### config.mk
export PLATFORM = sky130hd
export DESIGN_NAME = mlgm_ram
export DESIGN_NICKNAME = d
export VERILOG_FILES = /design/src/rtl/mlgm_ram.sv
export SDC_FILE = /design/constraint.sdc
export NUM_CORES = 2
export LEC_CHECK = 0
export BUFFER_PORTS_ARGS = -buffer_cell sky130_fd_sc_hd__buf_2
export CAP_MARGIN = 20
export CORE_ASPECT_RATIO = 1.75
export CORE_UTILIZATION = 37
export DETAILED_ROUTE_END_ITERATION = 10
export PLACE_DENSITY = 0.57
export SLEW_MARGIN = 20
export SYNTH_ARGS = -nofsm -noshare
export SYNTH_HDL_FRONTEND = slang
export SYNTH_MEMORY_MAX_BITS = 65536
export SYNTH_SLANG_ARGS = --single-unit
### constraint.sdc
create_clock -name clk_i -period 7.2 [get_ports clk_i]
set_clock_uncertainty 0.1 [all_clocks]
set_input_delay 1.44 -clock clk_i [delete_from_list [all_inputs] [get_ports clk_i]]
set_output_delay 1.44 -clock clk_i [all_outputs]
set_load 0.1 [all_outputs]
### src/rtl/mlgm_ram.sv
`timescale 1ns / 1ps
// ----------------------------------------------------------------------------
// Generic single-port-write, single-port-read RAM
// One write and one read per cycle; read data is registered.
// ----------------------------------------------------------------------------
module mlgm_ram #(
  parameter int WIDTH = 48,
  parameter int DEPTH = 100
) (
  input  logic                                   clk_i,
  input  logic                                   we_i,
  input  logic [((DEPTH > 1) ? $clog2(DEPTH) : 1)-1:0] waddr_i,
  input  logic [WIDTH-1:0]                       wdata_i,
  input  logic                                   re_i,
  input  logic [((DEPTH > 1) ? $clog2(DEPTH) : 1)-1:0] raddr_i,
  output logic [WIDTH-1:0]                       rdata_o
);

  logic [WIDTH-1:0] mem_q [DEPTH];
  logic [WIDTH-1:0] rdata_q;

  always_ff @(posedge clk_i) begin
    if (we_i) begin
      mem_q[waddr_i] <= wdata_i;
    end
    if (re_i) begin
      rdata_q <= mem_q[raddr_i];
    end
  end

  assign rdata_o = rdata_q;

endmodule

# Word-level counts from Yosys, hierarchy flattened
# Memory sizes are Yosys's and may differ from the RTL's. A register that Yosys moved wholly into a read port is not among the register bits.
# Cells that the tools add are included.
# classes
n_addsub	0
multipliers	0
n_div	0
n_lt_le_gt_ge	0
eq_ne	0
n_shift	0
muxes	2
n_bitwise	0
reduce_logical	0
# op_table
operator	n
1-bit two-way mux	2
# totals
ff_bits	0
latch_bits	0
ramBits	4800
romBits	0
inputBits	65
out_inout_bits	48
memories	1
# mem_list
name	words	width	read_ports	rd_ports_with_merged_regs	wr	line	source
mem_q	100	48	1	1	1	19	logic [WIDTH-1:0] mem_q [DEPTH];

# Logic depth before layout (Yosys ltp)
# depth
word_depth	2
mapped_depth	10
ltp_nobuf	5

# Worst setup path after synthesis
# No wires, ideal clock.
# synth_path
kind	input to register
from	input port waddr_i[5] (netlist name)
to	memory mem_q[57][0] (enable)
setup_ps	513
t_arrival_ps	5356
t_required_ps	6587
slack_ps	1231
stages	4
n_path_buf	0
path_cell_list	nor2b_1 -> nand4_1 -> or2_2 -> nor3_1
# synth_lines
item	line	source
start, declared	12	input logic [((DEPTH > 1) ? $clog2(DEPTH) : 1)-1:0] waddr_i,
end, declared	19	
# No word-level cell before the write port.

==> impl_metrics.tcl <==
set metrics [dict create \
    drt_iter0_markers 10200 \
    finalHoldViolCount 0 \
    die_x_um 535 \
    area_delta_synth_final_pct 13.5 \
    multi_input_area_sq_um 37000 \
    synth_ff_type "edfxtp_1" \
    status "complete, but fails checks" \
    first_global_vias 91100 \
    wl_per_cell_um 36.6 \
    critical_path.startpoint_type "input pin" \
    cts_resized 0 \
    drt-vias-per-instance 5.80 \
    synth_top_area_frac 0.791 \
    syn_area_per_cell_sq_um 23.2 \
    tns_ns 0 \
    mostFrequentLayoutCells "edfxtp_1, mux4_2, clkbuf_16" \
    portBuffers 112 \
    cap_violations 1 \
    ios 113 \
    track_usage 0.223 \
    netlist_area_sq_um 184000 \
    final.min_clock_period_ns 4.67 \
    stdcell_area_sq_um 209000 \
    worstSetupStartpoint "raddr_i[3]" \
    postCtsSetupRepairBufs 0 \
    rsz0062_at_grt "no" \
    hold_buffers 0 \
    grt_max_degree 136 \
    maxSlewHeadroom -0.0208 \
    powerDensity_nw_per_um2 273 \
    r2r-start "mem_q[81][33]$_DFFE_PP_" \
    fin_crit_sh 0.648 \
    violations "capacitance limit, slew limit" \
    seqCellArea_sq_um 146000 \
    overflow 0 \
    critPathKind "input pin to flip-flop" \
    clkPwrFrac 0.397 \
    clk_latency_ns 0.99 \
    vias 89100 \
    nets 8480 \
    tightestPinTransition_ns 1.53 \
    cts_tree "yes" \
    timing.rr.end "rdata_o[33]$_DFFE_PP_" \
    syn_nets 8009 \
    async_flop_share 0 \
    slew_viol_final 27 \
    syn_inst 7944 \
    worstPathArrival_ns 5.23 \
    place_congestion 0.860 \
    synth_area_leaders "edfxtp_1, mux4_2, mux2i_1" \
    netlist-cell-type-count 51 \
    dieArea_sq_um 500000 \
    die_h_um 935 \
    dpl.cell_count 14500 \
    drive_gt1_frac 0.277 \
    utilization 0.422 \
    synth_edf_count 4848 \
    p_comb_frac 0.054 \
    setup_viol 0 \
    cts-buffers-inserted 403 \
    endpoint_kind "flip-flop" \
    drc 0 \
    coreArea_sq_um 495000 \
    ant_nets 0 \
    start_util 0.372 \
    cts.sinks 4848 \
    r2r_slack_ns 4.08 \
    min_path_type "input pin to flip-flop" \
    grt_first_pass_wirelength_um 766000 \
    dpl_cell_area_sq_um 195000 \
    internal-power_w 0.0447 \
    synth-seq-cells 4848 \
    yosysSeqAreaShare 0.791 \
    worst-endpoint-required_ns 7.77 \
    worstRegToRegCells 4 \
    drt-total-wl_um 562000 \
    cp_max_fo 18 \
    num-fill-cells 42000 \
    antenna_found_initial 60 \
    ir_worst_vdd_mv 0.195 \
    clock_path_buffers 4 \
    core.rowCount 342 \
    seqPwrFrac 0.549 \
    drt-pass1-iter-count 6 \
    crit_path_end "rdata_o[7]$_DFFE_PP_" \
    p_leak_nw 63.8 \
    ys_warn_count 0 \
    swShare 0.216 \
    post-dp-hpwl_um 334000 \
    clk_pin_slew_ns 0.06 \
    h-tree-depth 5 \
    mostFrequentLayoutCell "edfxtp_1" \
    final_cell_count_no_fill 15400 \
    cts.root.buffer_cell "clkbuf_16" \
    switchingPower_w 0.0123 \
    fmax_mhz 214 \
    synth_top_area_cell "edfxtp_1" \
]
-- stage by stage --
step | total power (W) | setup WS (ns) | hold WS, ns
finish | 0.0570 | 2.53 | 0.593
global route | 0.0583 | 2.59 | 0.573
CTS | 0.0574 | 2.48 | 0.509
detailed placement | 0.0350 | 1.41 | 0.776
global placement | 0.0349 | 1.30 | 0.764
floorplan | 0.0334 | 1.23 | 0.666
-- cell families (layout without fill, tap and decap cells) --
| family | count (synthesis) | in the layout | synth area share |
|---|---|---|---|
| AOI/OAI and AO/OA | 749 | 749 | 0.0282 |
| buffers and inverters | 454 | 1252 | 0.0129 |
| DFF | 4848 | 4848 | 0.791 |
| muxes | 1395 | 1395 | 0.154 |
| other | 0 | 72 | 0 |
| and+or+nand+nor | 498 | 498 | 0.0131 |
-- cell usage after synthesis (85+ instances only) --
cell type,count
a21oi_1,87
a211oi_1,85
mux4_2,1154
buf_2,139
edfxtp_1,4848
buf_4,91
mux2i_1,226
nor2_1,189
clkbuf_1,166
a22oi_1,158
o21ai_0,148
nand2_1,89
-- worst max-delay path, cell delays in order --
cell	delay (ns)
buf_4	0.40
buf_4	0.41
or3_1	0.59
buf_4	0.47
o21ai_0	0.17
a221oi_1	0.70
a22oi_1	0.53
o31ai_1	0.39
-- power by group through the flow --
stage                     Clock (W)  Combinational (W)  Sequential (W)
final                        0.0227            0.00307          0.0313
after global routing         0.0239            0.00317          0.0313
after CTS                    0.0230            0.00310          0.0313
after detailed placement          0            0.00310          0.0319
after global placement            0            0.00303          0.0319
after floorplan                   0            0.00141          0.0320
-- worst min-delay path by stage --
| stage | endpoint | cells past startpoint | from | slack (ns) |
|---|---|---|---|---|
| 2_1_floorplan | rdata_o[14]$_DFFE_PP_ | 3 | mem_q[98][14]$_DFFE_PP_ | 0.67 |
| 3_3_place_gp | rdata_o[15]$_DFFE_PP_ | 3 | mem_q[98][15]$_DFFE_PP_ | 0.76 |
| 3_5_place_dp | rdata_o[15]$_DFFE_PP_ | 3 | mem_q[96][15]$_DFFE_PP_ | 0.78 |
| 4_1_cts | mem_q[20][15]$_DFFE_PP_ | 1 | wdata_i[15] | 0.51 |
| 5_1_grt | mem_q[30][15]$_DFFE_PP_ | 1 | wdata_i[15] | 0.57 |
| 6_report | mem_q[30][15]$_DFFE_PP_ | 1 | wdata_i[15] | 0.59 |
-- sequential cells by signal (all words and copies together) (netlist names) --
signal   count
mem_q     4800
rdata_o     48
-- area by class of cell --
class | count | area share
clock inverter | 253 | 0.0132
multi-input combinational | 2642 | 0.177
timing repair buffer | 517 | 0.0218
inverter | 3 | 0.0000779
sequential | 4848 | 0.697
tap | 6536 | 0.0392
antenna | 72 | 0.000863
clock buffer | 479 | 0.0505
-- routing by layer --
metal	vias up	wire, um	GRT usage
met2	3898	297000	0.401
met4	24	38100	0.132
met5	-	152	0
met3	872	33900	0.0254
met1	49200	194000	0.254
li1	35000	-	-
(Power assumes the default switching activity.)
